==> src/hdl/zsc_pkg.sv <==
// Package: shared types and constants of the zero-strip chunk compressor.
`timescale 1ns / 1ps

package zsc_pkg;

    // Field widths fixed by the item format
    localparam int BYTE_W  = 8;
    localparam int LEN_W   = 6;
    localparam int TOTAL_W = 16;

    // Input item kinds
    localparam logic KIND_DATA    = 1'b0;
    localparam logic KIND_RESTART = 1'b1;

    // Result status codes
    localparam logic STATUS_OK     = 1'b0;
    localparam logic STATUS_REJECT = 1'b1;

    // Strip direction codes
    localparam logic CUT_HEAD = 1'b0;
    localparam logic CUT_TAIL = 1'b1;

    // Controller states
    typedef enum logic [1:0] {
        ST_IDLE,
        ST_READ,
        ST_LOAD
    } state_t;

    // One result beat
    typedef struct packed {
        logic              status;
        logic              is_header;
        logic              tail_cut;
        logic [LEN_W-1:0]  kept_length;
        logic [BYTE_W-1:0] kept_byte;
        logic              last;
    } result_t;

endpackage

==> src/hdl/zsc_in_if.sv <==
// Interface: input item channel (data byte or restart).
`timescale 1ns / 1ps

interface zsc_in_if;
    logic                       valid;
    logic                       ready;
    logic                       kind;
    logic [zsc_pkg::BYTE_W-1:0] data_byte;
    logic                       end_of_call;

    modport source (output valid, output kind, output data_byte, output end_of_call,
                    input ready);
    modport sink   (input valid, input kind, input data_byte, input end_of_call,
                    output ready);
endinterface

==> src/hdl/zsc_out_if.sv <==
// Interface: result channel (chunk header, kept bytes, reject status).
`timescale 1ns / 1ps

interface zsc_out_if;
    logic                       valid;
    logic                       ready;
    logic                       status;
    logic                       is_header;
    logic                       tail_cut;
    logic [zsc_pkg::LEN_W-1:0]  kept_length;
    logic [zsc_pkg::BYTE_W-1:0] kept_byte;
    logic                       last;

    modport source (output valid, output status, output is_header, output tail_cut,
                    output kept_length, output kept_byte, output last, input ready);
    modport sink   (input valid, input status, input is_header, input tail_cut,
                    input kept_length, input kept_byte, input last, output ready);
endinterface

==> src/hdl/zsc_cfg_if.sv <==
// Interface: configuration write channel for the expected byte total.
`timescale 1ns / 1ps

interface zsc_cfg_if;
    logic                        valid;
    logic                        ready;
    logic [zsc_pkg::TOTAL_W-1:0] data;

    modport source (output valid, output data, input ready);
    modport sink   (input valid, input data, output ready);
endinterface

==> src/hdl/zero_strip_chunk_compressor.sv <==
// Top level: zero-strip chunk compressor with chunk memory and emit sequencer.
//
//  channel   role    beat contents
//  -------   -----   ---------------------------------------------------------
//  items     sink    kind, data_byte, end_of_call (end_of_call has no effect)
//  results   source  status, is_header, tail_cut, kept_length, kept_byte, last
//  cfg       sink    data = expected_total_bytes, ready always high
//
//  A data byte that does not close a chunk, a restart, or a rejected byte leaves the sequencer idle.
//  A closing byte loads the header at once; each kept byte then passes through ST_READ (memory
//  read) and ST_LOAD (load into the result register, held while the results channel stalls).
//  Leading/trailing zero runs are counted as bytes arrive.
//  Reset clears counters and the result valid flag; memory is not cleared.
//  A stalled results channel holds the sequencer and, through it, the items channel.
`timescale 1ns / 1ps

module zero_strip_chunk_compressor #(
    parameter int CHUNK_BYTES = 32,
    parameter int COUNT_BITS  = 16
) (
    input  logic     clk,
    input  logic     rst_n,
    zsc_in_if.sink   items,
    zsc_out_if.source results,
    zsc_cfg_if.sink  cfg
);

    localparam int FILL_W = (CHUNK_BYTES > 1) ? $clog2(CHUNK_BYTES) : 1;
    localparam int CNT_W  = $clog2(CHUNK_BYTES + 1);
    localparam int CMP_W  = (COUNT_BITS > zsc_pkg::TOTAL_W) ? COUNT_BITS : zsc_pkg::TOTAL_W;

    localparam logic [FILL_W-1:0]     FILL_LAST  = FILL_W'(CHUNK_BYTES - 1);
    localparam logic [FILL_W-1:0]     FILL_ONE   = FILL_W'(1);
    localparam logic [CNT_W-1:0]      CHUNK_LEN  = CNT_W'(CHUNK_BYTES);
    localparam logic [CNT_W-1:0]      CNT_ONE    = CNT_W'(1);
    localparam logic [COUNT_BITS-1:0] RECV_ONE   = COUNT_BITS'(1);
    localparam logic [COUNT_BITS-1:0] RECV_MAX   = {COUNT_BITS{1'b1}};
    localparam logic [zsc_pkg::BYTE_W-1:0] ZERO_BYTE = '0;

    // Chunk memory
    logic [zsc_pkg::BYTE_W-1:0] mem [CHUNK_BYTES];
    logic [zsc_pkg::BYTE_W-1:0] rd_data_reg;

    // Control and counters
    zsc_pkg::state_t state_reg, state_next;
    logic [zsc_pkg::TOTAL_W-1:0] expected_reg;
    logic [COUNT_BITS-1:0]       recv_reg, recv_next;
    logic [FILL_W-1:0]           fill_reg, fill_next;
    logic [CNT_W-1:0]            lead_reg, lead_next;
    logic [CNT_W-1:0]            trail_reg, trail_next;
    logic [FILL_W-1:0]           rd_addr_reg, rd_addr_next;
    logic [CNT_W-1:0]            remain_reg, remain_next;

    // Result register
    logic             out_valid_reg, out_valid_next;
    zsc_pkg::result_t out_reg, out_next;

    // Decoded strobes
    logic             out_free;
    logic             item_acc;
    logic             is_data;
    logic             reject;
    logic             store;
    logic             closes;
    logic             mem_rd;
    logic             load_byte;
    logic [CNT_W-1:0] lead_new;
    logic [CNT_W-1:0] trail_new;
    logic             dir;
    logic [CNT_W-1:0] kept_len;
    logic [FILL_W-1:0] start_addr;

    assign out_free = !out_valid_reg || results.ready;
    assign item_acc = items.valid && items.ready;
    assign is_data  = (items.kind == zsc_pkg::KIND_DATA);
    assign reject   = (CMP_W'(recv_reg) >= CMP_W'(expected_reg)) || (recv_reg == RECV_MAX);
    assign store    = item_acc && is_data && !reject;
    assign closes   = store && (fill_reg == FILL_LAST);

    // Zero-run update for the byte being stored
    always_comb
    begin
        if ((items.data_byte == ZERO_BYTE) && (lead_reg == CNT_W'(fill_reg)))
            lead_new = lead_reg + CNT_ONE;
        else
            lead_new = lead_reg;
        if (items.data_byte == ZERO_BYTE)
            trail_new = trail_reg + CNT_ONE;
        else
            trail_new = '0;
        dir = (lead_new >= trail_new) ? zsc_pkg::CUT_HEAD : zsc_pkg::CUT_TAIL;
        if (dir == zsc_pkg::CUT_HEAD)
        begin
            kept_len   = CHUNK_LEN - lead_new;
            start_addr = FILL_W'(lead_new);
        end
        else
        begin
            kept_len   = CHUNK_LEN - trail_new;
            start_addr = '0;
        end
    end

    // Next state
    always_comb
    begin
        state_next = state_reg;
        unique case (state_reg)
            zsc_pkg::ST_IDLE:
                if (closes && (kept_len != '0))
                    state_next = zsc_pkg::ST_READ;
            zsc_pkg::ST_READ:
                state_next = zsc_pkg::ST_LOAD;
            zsc_pkg::ST_LOAD:
                if (out_free)
                    state_next = (remain_reg == CNT_ONE) ? zsc_pkg::ST_IDLE : zsc_pkg::ST_READ;
            default:
                state_next = zsc_pkg::ST_IDLE;
        endcase
    end

    // State outputs
    always_comb
    begin
        items.ready = 1'b0;
        mem_rd      = 1'b0;
        load_byte   = 1'b0;
        unique case (state_reg)
            zsc_pkg::ST_IDLE: items.ready = out_free;
            zsc_pkg::ST_READ: mem_rd      = 1'b1;
            zsc_pkg::ST_LOAD: load_byte   = out_free;
            default:          items.ready = 1'b0;
        endcase
    end

    assign cfg.ready = 1'b1;

    // Counters and emit pointers
    always_comb
    begin
        recv_next    = recv_reg;
        fill_next    = fill_reg;
        lead_next    = lead_reg;
        trail_next   = trail_reg;
        rd_addr_next = rd_addr_reg;
        remain_next  = remain_reg;
        if (item_acc && !is_data)
        begin
            recv_next  = '0;
            fill_next  = '0;
            lead_next  = '0;
            trail_next = '0;
        end
        else if (store)
        begin
            recv_next = recv_reg + RECV_ONE;
            if (closes)
            begin
                fill_next    = '0;
                lead_next    = '0;
                trail_next   = '0;
                rd_addr_next = start_addr;
                remain_next  = kept_len;
            end
            else
            begin
                fill_next  = fill_reg + FILL_ONE;
                lead_next  = lead_new;
                trail_next = trail_new;
            end
        end
        if (mem_rd)
            rd_addr_next = rd_addr_reg + FILL_ONE;
        if (load_byte)
            remain_next = remain_reg - CNT_ONE;
    end

    // Result register contents
    always_comb
    begin
        out_next       = out_reg;
        out_valid_next = out_valid_reg && !results.ready;
        priority if (item_acc && is_data && reject)
        begin
            out_next        = '0;
            out_next.status = zsc_pkg::STATUS_REJECT;
            out_next.last   = 1'b1;
            out_valid_next  = 1'b1;
        end
        else if (closes)
        begin
            out_next             = '0;
            out_next.is_header   = 1'b1;
            out_next.tail_cut    = dir;
            out_next.kept_length = zsc_pkg::LEN_W'(kept_len);
            out_next.last        = (kept_len == '0);
            out_valid_next       = 1'b1;
        end
        else if (load_byte)
        begin
            out_next           = '0;
            out_next.kept_byte = rd_data_reg;
            out_next.last      = (remain_reg == CNT_ONE);
            out_valid_next     = 1'b1;
        end
    end

    // Control registers
    always_ff @(posedge clk or negedge rst_n)
    begin
        if (!rst_n)
        begin
            state_reg     <= zsc_pkg::ST_IDLE;
            expected_reg  <= '0;
            recv_reg      <= '0;
            fill_reg      <= '0;
            lead_reg      <= '0;
            trail_reg     <= '0;
            remain_reg    <= '0;
            out_valid_reg <= 1'b0;
        end
        else
        begin
            state_reg     <= state_next;
            recv_reg      <= recv_next;
            fill_reg      <= fill_next;
            lead_reg      <= lead_next;
            trail_reg     <= trail_next;
            remain_reg    <= remain_next;
            out_valid_reg <= out_valid_next;
            if (cfg.valid && cfg.ready)
                expected_reg <= cfg.data;
        end
    end

    // Payload registers
    always_ff @(posedge clk)
    begin
        out_reg     <= out_next;
        rd_addr_reg <= rd_addr_next;
    end

    // Chunk memory: write while idle, read while emitting
    always_ff @(posedge clk)
    begin
        if (store)
            mem[fill_reg] <= items.data_byte;
        if (mem_rd)
            rd_data_reg <= mem[rd_addr_reg];
    end

    assign results.valid       = out_valid_reg;
    assign results.status      = out_reg.status;
    assign results.is_header   = out_reg.is_header;
    assign results.tail_cut    = out_reg.tail_cut;
    assign results.kept_length = out_reg.kept_length;
    assign results.kept_byte   = out_reg.kept_byte;
    assign results.last        = out_reg.last;

    // Items are taken only while the sequencer is idle
    a_accept_idle: assert property (@(posedge clk) disable iff (!rst_n)
        (items.valid && items.ready) |-> (state_reg == zsc_pkg::ST_IDLE))
        else $error("item accepted while emitting a chunk");

    // Emitting always has bytes left to send
    a_remain: assert property (@(posedge clk) disable iff (!rst_n)
        (state_reg != zsc_pkg::ST_IDLE) |-> (remain_reg != '0))
        else $error("emit sequencer running with no bytes left");

    // A closing byte puts a header in the result register
    a_header: assert property (@(posedge clk) disable iff (!rst_n)
        closes |=> (out_valid_reg && out_reg.is_header))
        else $error("chunk closed without a header");

    // Zero runs never exceed the bytes gathered so far
    a_runs: assert property (@(posedge clk) disable iff (!rst_n)
        (lead_reg <= CNT_W'(fill_reg)) && (trail_reg <= CNT_W'(fill_reg)))
        else $error("zero run count beyond fill level");

    // A kept-byte beat marked last ends the emit sequence
    a_last_ends: assert property (@(posedge clk) disable iff (!rst_n)
        (load_byte && (remain_reg == CNT_ONE)) |=> (state_reg == zsc_pkg::ST_IDLE))
        else $error("sequencer kept running after last byte");

endmodule

==> src/flat_wrapper.sv <==
// flat-port wrapper written by rule: the top's interface ports become plain ports
module zero_strip_chunk_compressor_flat 
#(
    parameter int CHUNK_BYTES = 32,
    parameter int COUNT_BITS  = 16
)
  (clk, rst_n, items_valid, items_kind, items_data_byte, items_end_of_call, items_ready, results_valid, results_status, results_is_header, results_tail_cut, results_kept_length, results_kept_byte, results_last, results_ready, cfg_valid, cfg_data, cfg_ready);
  zsc_in_if items_i ();
  zsc_out_if results_i ();
  zsc_cfg_if cfg_i ();
  input  logic clk;
  input  logic rst_n;
  input wire logic [$bits(items_i.valid)-1:0] items_valid;
  input wire logic [$bits(items_i.kind)-1:0] items_kind;
  input wire logic [$bits(items_i.data_byte)-1:0] items_data_byte;
  input wire logic [$bits(items_i.end_of_call)-1:0] items_end_of_call;
  output wire logic [$bits(items_i.ready)-1:0] items_ready;
  output wire logic [$bits(results_i.valid)-1:0] results_valid;
  output wire logic [$bits(results_i.status)-1:0] results_status;
  output wire logic [$bits(results_i.is_header)-1:0] results_is_header;
  output wire logic [$bits(results_i.tail_cut)-1:0] results_tail_cut;
  output wire logic [$bits(results_i.kept_length)-1:0] results_kept_length;
  output wire logic [$bits(results_i.kept_byte)-1:0] results_kept_byte;
  output wire logic [$bits(results_i.last)-1:0] results_last;
  input wire logic [$bits(results_i.ready)-1:0] results_ready;
  input wire logic [$bits(cfg_i.valid)-1:0] cfg_valid;
  input wire logic [$bits(cfg_i.data)-1:0] cfg_data;
  output wire logic [$bits(cfg_i.ready)-1:0] cfg_ready;
  assign items_i.valid = items_valid;
  assign items_i.kind = items_kind;
  assign items_i.data_byte = items_data_byte;
  assign items_i.end_of_call = items_end_of_call;
  assign items_ready = items_i.ready;
  assign results_valid = results_i.valid;
  assign results_status = results_i.status;
  assign results_is_header = results_i.is_header;
  assign results_tail_cut = results_i.tail_cut;
  assign results_kept_length = results_i.kept_length;
  assign results_kept_byte = results_i.kept_byte;
  assign results_last = results_i.last;
  assign results_i.ready = results_ready;
  assign cfg_i.valid = cfg_valid;
  assign cfg_i.data = cfg_data;
  assign cfg_ready = cfg_i.ready;
  zero_strip_chunk_compressor #(.CHUNK_BYTES(CHUNK_BYTES), .COUNT_BITS(COUNT_BITS)) u_core (.clk(clk), .rst_n(rst_n), .items(items_i), .results(results_i), .cfg(cfg_i));
endmodule
==> config.mk <==
export PLATFORM = sky130hd
export DESIGN_NAME = zero_strip_chunk_compressor_flat
export DESIGN_NICKNAME = d
export VERILOG_FILES = /design/src/hdl/zsc_pkg.sv /design/src/hdl/zsc_in_if.sv /design/src/hdl/zsc_out_if.sv /design/src/hdl/zsc_cfg_if.sv /design/src/hdl/zero_strip_chunk_compressor.sv /design/src/flat_wrapper.sv
export SDC_FILE = /design/constraint.sdc
export NUM_CORES = 1
export LEC_CHECK = 0
export BUFFER_PORTS_ARGS = -buffer_cell sky130_fd_sc_hd__buf_2
export CAP_MARGIN = 5
export CORE_MARGIN = 1
export CORE_UTILIZATION = 56
export DETAILED_ROUTE_END_ITERATION = 12
export GPL_TIMING_DRIVEN = 0
export PLACE_DENSITY = 0.76
export SETUP_SLACK_MARGIN = 0.5
export SLEW_MARGIN = 20
export SYNTH_ARGS = -nofsm -noshare
export SYNTH_HDL_FRONTEND = slang
export SYNTH_SLANG_ARGS = --single-unit
==> constraint.sdc <==
create_clock -name clk -period 3.92 [get_ports clk]
set_clock_uncertainty 0.1 [all_clocks]
set_input_delay 0.196 -clock clk [delete_from_list [all_inputs] [get_ports clk]]
set_output_delay 0.196 -clock clk [all_outputs]
set_load 0.05 [all_outputs]
Word level (Yosys, flattened, before mapping)
Memory sizes are Yosys's and may differ from the RTL's. A register that Yosys moved wholly into a read port is not among the register bits. Cells that the tools add are included.

Output and inout port bits: 21. Memories: 1. Input bits: 31. RAM bits: 256. Bits in registers: 81.

$lt $le $gt $ge: 2. Add/sub/neg operators: 8. Eq/ne operators: 10. Bitwise operators: 1. Muxes and demuxes: 38. Reduce and logical (&&, ||, !) cells: 27.

Memory list: u_core.mem (depth 32, bits a word 8, read ports 1, clocked after memory_dff 1, write ports 1, line zero_strip_chunk_compressor.sv:41) `logic [zsc_pkg::BYTE_W-1:0] mem [CHUNK_BYTES];`.

Operators with widths (count): 2-to-1 mux 6 bit (13); 2-to-1 mux 5 bit (8); 2-to-1 mux 18 bit (2); 2-to-1 mux 16 bit (2); adder 16 x 1 -> 16 bit (second input constant) (1); equality test 16 bit (second input constant) (1); >= comparator 16 bit (1); adder 6 x 1 -> 6 bit (second input constant) (2); subtractor 6 bit (first input constant) (2); adder 5 x 1 -> 5 bit (second input constant) (2); 2-to-1 mux 1 bit (10); nonzero test 2 bit (5); logical AND 1 bit (9); logical NOT 8 bit (1); inequality test 2 x 1 -> 1 bit (second input constant) (4); equality test 6 x 1 -> 1 bit (second input constant) (1); equality test 6 x 5 -> 1 bit (1); >= comparator 6 bit (1); logical NOT 6 bit (1); case mux 2 bit (3 select lines) (1); AND reduction 3 bit (2); nonzero test 6 bit (1); subtractor 6 x 1 -> 6 bit (second input constant) (1); equality test 5 bit (second input constant) (1); other kinds (9) (13).

Depth between registers and ports, before layout
Depth after elaboration: 11. Depth in mapped cells: 18.

Worst setup path after synthesis
OpenSTA, ideal clock, no wires.

Path kind: flip-flop to flip-flop. Start: reg u_core.lead_reg[0]. End: reg u_core.remain_reg[2]. Library setup time: 82 ps. Data required time: 3738 ps. Arrival time: 3870 ps. Path slack: -132 ps. Clock period less this slack: 4052 ps. Cell stages (with the launch flop): 18. Cell sequence: dfrtp_1 buf_2 xor2_1 nor4_2 nand3_2 xor2_2 inv_2 ha_1 nor4_1 o21ai_1 a31oi_1 clkbuf_1 nor2_1 a31oi_1 ha_1 xor2_1 o22ai_1 a31oi_1.

Word-level cells in the longest chain between the ends: 9. Elaborated cells on any way between the ends: 11. Classes of those cells: add/sub (2); order compare (1); eq/ne (1); mux (6); reduce/logical (1).

RTL lines: from (decl) (line zero_strip_chunk_compressor.sv:49) `logic [CNT_W-1:0] lead_reg, lead_next;`; from (signal assigned) (line zero_strip_chunk_compressor.sv:227) `lead_reg <= lead_next;`; branches (longest 2 deep; another with adder 6 x 1 -> 6 bit); 2-to-1 mux 6 bit (*) (line zero_strip_chunk_compressor.sv:83) `if ((items.data_byte == ZERO_BYTE) && (lead_reg == CNT_W'(fill_reg)))`; subtractor 6 bit / >= comparator 6 bit (equally long branches) (line zero_strip_chunk_compressor.sv:94, zero_strip_chunk_compressor.sv:91); 2-to-1 mux 6 bit (*) (line zero_strip_chunk_compressor.sv:92) `if (dir == zsc_pkg::CUT_HEAD)`; 2-to-1 mux 6 bit (*) (line zero_strip_chunk_compressor.sv:157) `if (closes)`; 2-to-1 mux 6 bit (*) (line zero_strip_chunk_compressor.sv:154) `else if (store)`; 2-to-1 mux 6 bit (*) (line zero_strip_chunk_compressor.sv:147) `if (item_acc && !is_data)`; 2-to-1 mux 6 bit (*) (line zero_strip_chunk_compressor.sv:174) `if (load_byte)`; to (signal assigned) (line zero_strip_chunk_compressor.sv:229) `remain_reg <= remain_next;`; to (decl) (line zero_strip_chunk_compressor.sv:52) `logic [CNT_W-1:0] remain_reg, remain_next;`.

Every way passes the cells marked *. The select of a mux whose other input is x is not followed. A chain may end at the register's enable or synchronous reset.

Final worst setup path
Same ends and word-level chain as after synthesis.

==> out/results.ini <==
[outcome]
status=completed

[power_and_ir_drop]
totalPowerFinal_w=0.009442
leakage_nw=6.427
ir_worst_vdd_uv=415.2
power_density_nw_per_um2=526.4

[setup_path]
critPathKind=reg -> reg
crit_path_start_kind=register
crit_path_end_kind=register
worstPathArrival_ns=4.03
required_ns=4.24
worst-r2r-cell-count=17
path_max_fanout=6

[finish]
design_area_um2=17940
area_delta_synth_final_pct=21.85
finalNetCount=1147
multiInputGateArea_um2=5255
largest_reg_flops=256
fill_cells=1515
seq_area_um2=9896
drive_gt1_share_pct=31.41
diodes=0

[floorplan]
start_util_pct=57.79
dieArea_um2=26940
die_w_um=164.1
io_pins=52
core-area_um2=25470
floorplan.rows=58
die_h_um=164.1

[timing]
period_share_pct=94.65
maxSlewHeadroom_pct=38.72
rsz0062_at_grt=true
fmax_ghz=0.2695
hold_viol_final=0
setup_ws_ns=0.2096
worst_slew_pin_slew_ns=0.9192
worst_hold_slack_ns=0.01452
period_minus_slack_ns=3.710
setup_tns_ns=0
drv_slew=0
setup_viol=0

[routing]
detail_route.wl_per_cell_um=24.86
detail_route.iter0.violations=939
drcViolationCount=0
viasPerCell=6.350
wl_mm=35.75
vias=9131
ant_nets=0
drt_pass1_iterations=7

[yosys]
syn_nets=1001
yosysUniqueCellTypes=63
synth_edf_count=269
synth_warnings=0
synth_flop_cell=edfxtp_1
syn_area_per_cell_um2=15.73
yosysSeqAreaShare_pct=67.18
ys_seq_elements=345
synth_cells=936
synth_area_um2=14720
ys_async_sr_fraction_pct=16.81

[global_routing]
grt_first_pass_wirelength_mm=51.89
grt_pass1_vias=8879
grt_max_degree=59
antenna_found_initial=0
grt_usage_pct=26.38
overflow=0

[cts]
cts.sinks=345
cts_buffers=36
clk_latency_ns=0.52
cts_tree=yes
cts.path.max_buffers=3
clkTransAtPathRegs_ns=0.07
cts_root_buffer=clkbuf_16
htreeDepth=2

[min_path]
hp-class=in -> reg
hold_depth=1

[place]
place_area_um2=15460
pre_cts_ws_ns=-0.6068
gp_congestion=0.8687
dp_hpwl_mm=20.57
port_buffers=49

[run]
maxCapViolCount=0

-- through the flow --
stage	util, %	cells
after floorplan	-	936
final	70.42	1438
after global placement	60.69	1315
after CTS	68.62	1420
after detailed placement	60.70	1315
after global routing	70.42	1438
-- path summary, 6_finish.rpt --
kind / from / end / slack [ns]
max in group asynchronous: rst_n / u_core.fill_reg[1] / 2.95
setup reg to reg: u_core.lead_reg[0] / u_core.remain_reg[2] / 0.21
hold reg to reg: u_core.results.kept_length[4] / u_core.results.kept_length[4] / 0.35
hold / removal: items_data_byte[5] / u_core.mem[12][5] / 0.01
setup / recovery: u_core.lead_reg[0] / u_core.remain_reg[2] / 0.21
min in group asynchronous: rst_n / u_core.remain_reg[2] / 0.19
-- synth_stat cells, drive strengths merged, types with 4 or more instances --
cell type  instances  share of area, %
edfxtp           269                55
mux4              80                12
nand2             76               2.0
nor2              69               1.8
dfrtp             58               9.9
o21ai             45               1.5
ha                34               2.9
clkbuf            32              0.82
inv               30              0.76
nand3             29               1.0
a21oi             28              0.95
xor2              25               1.5
dfxtp             18               2.4
buf               13              0.44
nand4             12              0.51
mux2              11              0.87
nor3              11              0.37
and3               9              0.38
nand3b             9              0.46
xnor2              9              0.54
nand2b             7              0.30
a31oi              5              0.21
and2               5              0.21
a211oi             4              0.24
a22o               4              0.24
o31ai              4              0.20
or3                4              0.17
-- critical path: stages (launching register included) --
cell     delay (ns)
dfrtp_1        0.39
buf_6          0.14
xor2_4         0.19
nor4_4         0.25
buf_6          0.20
nand2_8        0.07
xor2_1         0.30
ha_1           0.30
nor2b_1        0.20
o21ai_2        0.10
a31oi_4        0.28
buf_6          0.16
nor2_4         0.04
a21oi_4        0.20
ha_4           0.21
xor2_2         0.18
o22ai_1        0.10
a31oi_1        0.18
-- layer usage --
layer  vias up  part of all wire (%)  global-route usage (%)
met5         -                     0                       0
met2       486                    49                   41.06
met4         0                   2.4                   7.828
met3        80                   8.3                   5.556
met1      4678                    40                   37.79
li1       3887                     -                       -
-- layout by cell type, fill, tap and decap left out, drive strengths merged, types with 28 or more instances in the layout --
master  instances
edfxtp        269
buf           101
mux4           80
clkbuf         79
nand2          76
nor2           69
dfrtp          58
o21ai          45
ha             34
inv            31
nand3          29
a21oi          28
-- where the power goes --
| group | switching, W | leakage [nW] | total (W) | internal (W) |
|---|---|---|---|---|
| Clock | 0.00137 | 0.583 | 0.00348 | 0.00211 |
| Sequential | 0.000116 | 3.32 | 0.00427 | 0.00416 |
| Combinational | 0.00107 | 2.53 | 0.00169 | 0.000615 |
-- final cells by class --
class / count / share of cell area [%]
Clock inverter: 18 / 1.214
Inverter: 30 / 0.6278
Timing Repair Buffer: 108 / 4.618
Buffer: 45 / 1.290
Tap cell: 330 / 2.302
Multi-Input combinational cell: 516 / 29.30
Sequential cell: 345 / 55.17
Clock buffer: 46 / 5.483
-- cell families after synthesis --
kind of cell / count (synthesis) / share of synthesized area [%]
AND/OR/NAND/NOR: 247 / 8.160
XOR/XNOR: 34 / 2.074
adder cells (fa/ha/maj): 34 / 2.890
multiplexers: 94 / 13.34
AO/OA/AOI/OAI: 106 / 4.309
buffers and inverters: 75 / 2.023
other: 1 / 0.02547
flip-flops: 345 / 67.18
-- timing repair --
| action | 4_1_cts | 5_1_grt |
|---|---|---|
| setup buffers | 22 | 18 |
| gates resized for setup | 109 | 55 |
| pin swaps | 25 | 22 |
| hold buffers | 19 | 0 |
| hold endpoints to repair | 76 | 0 |
| endpoints found under the setup margin | 270 | 292 |
No activity file was read; power rests on OpenSTA's default activity.
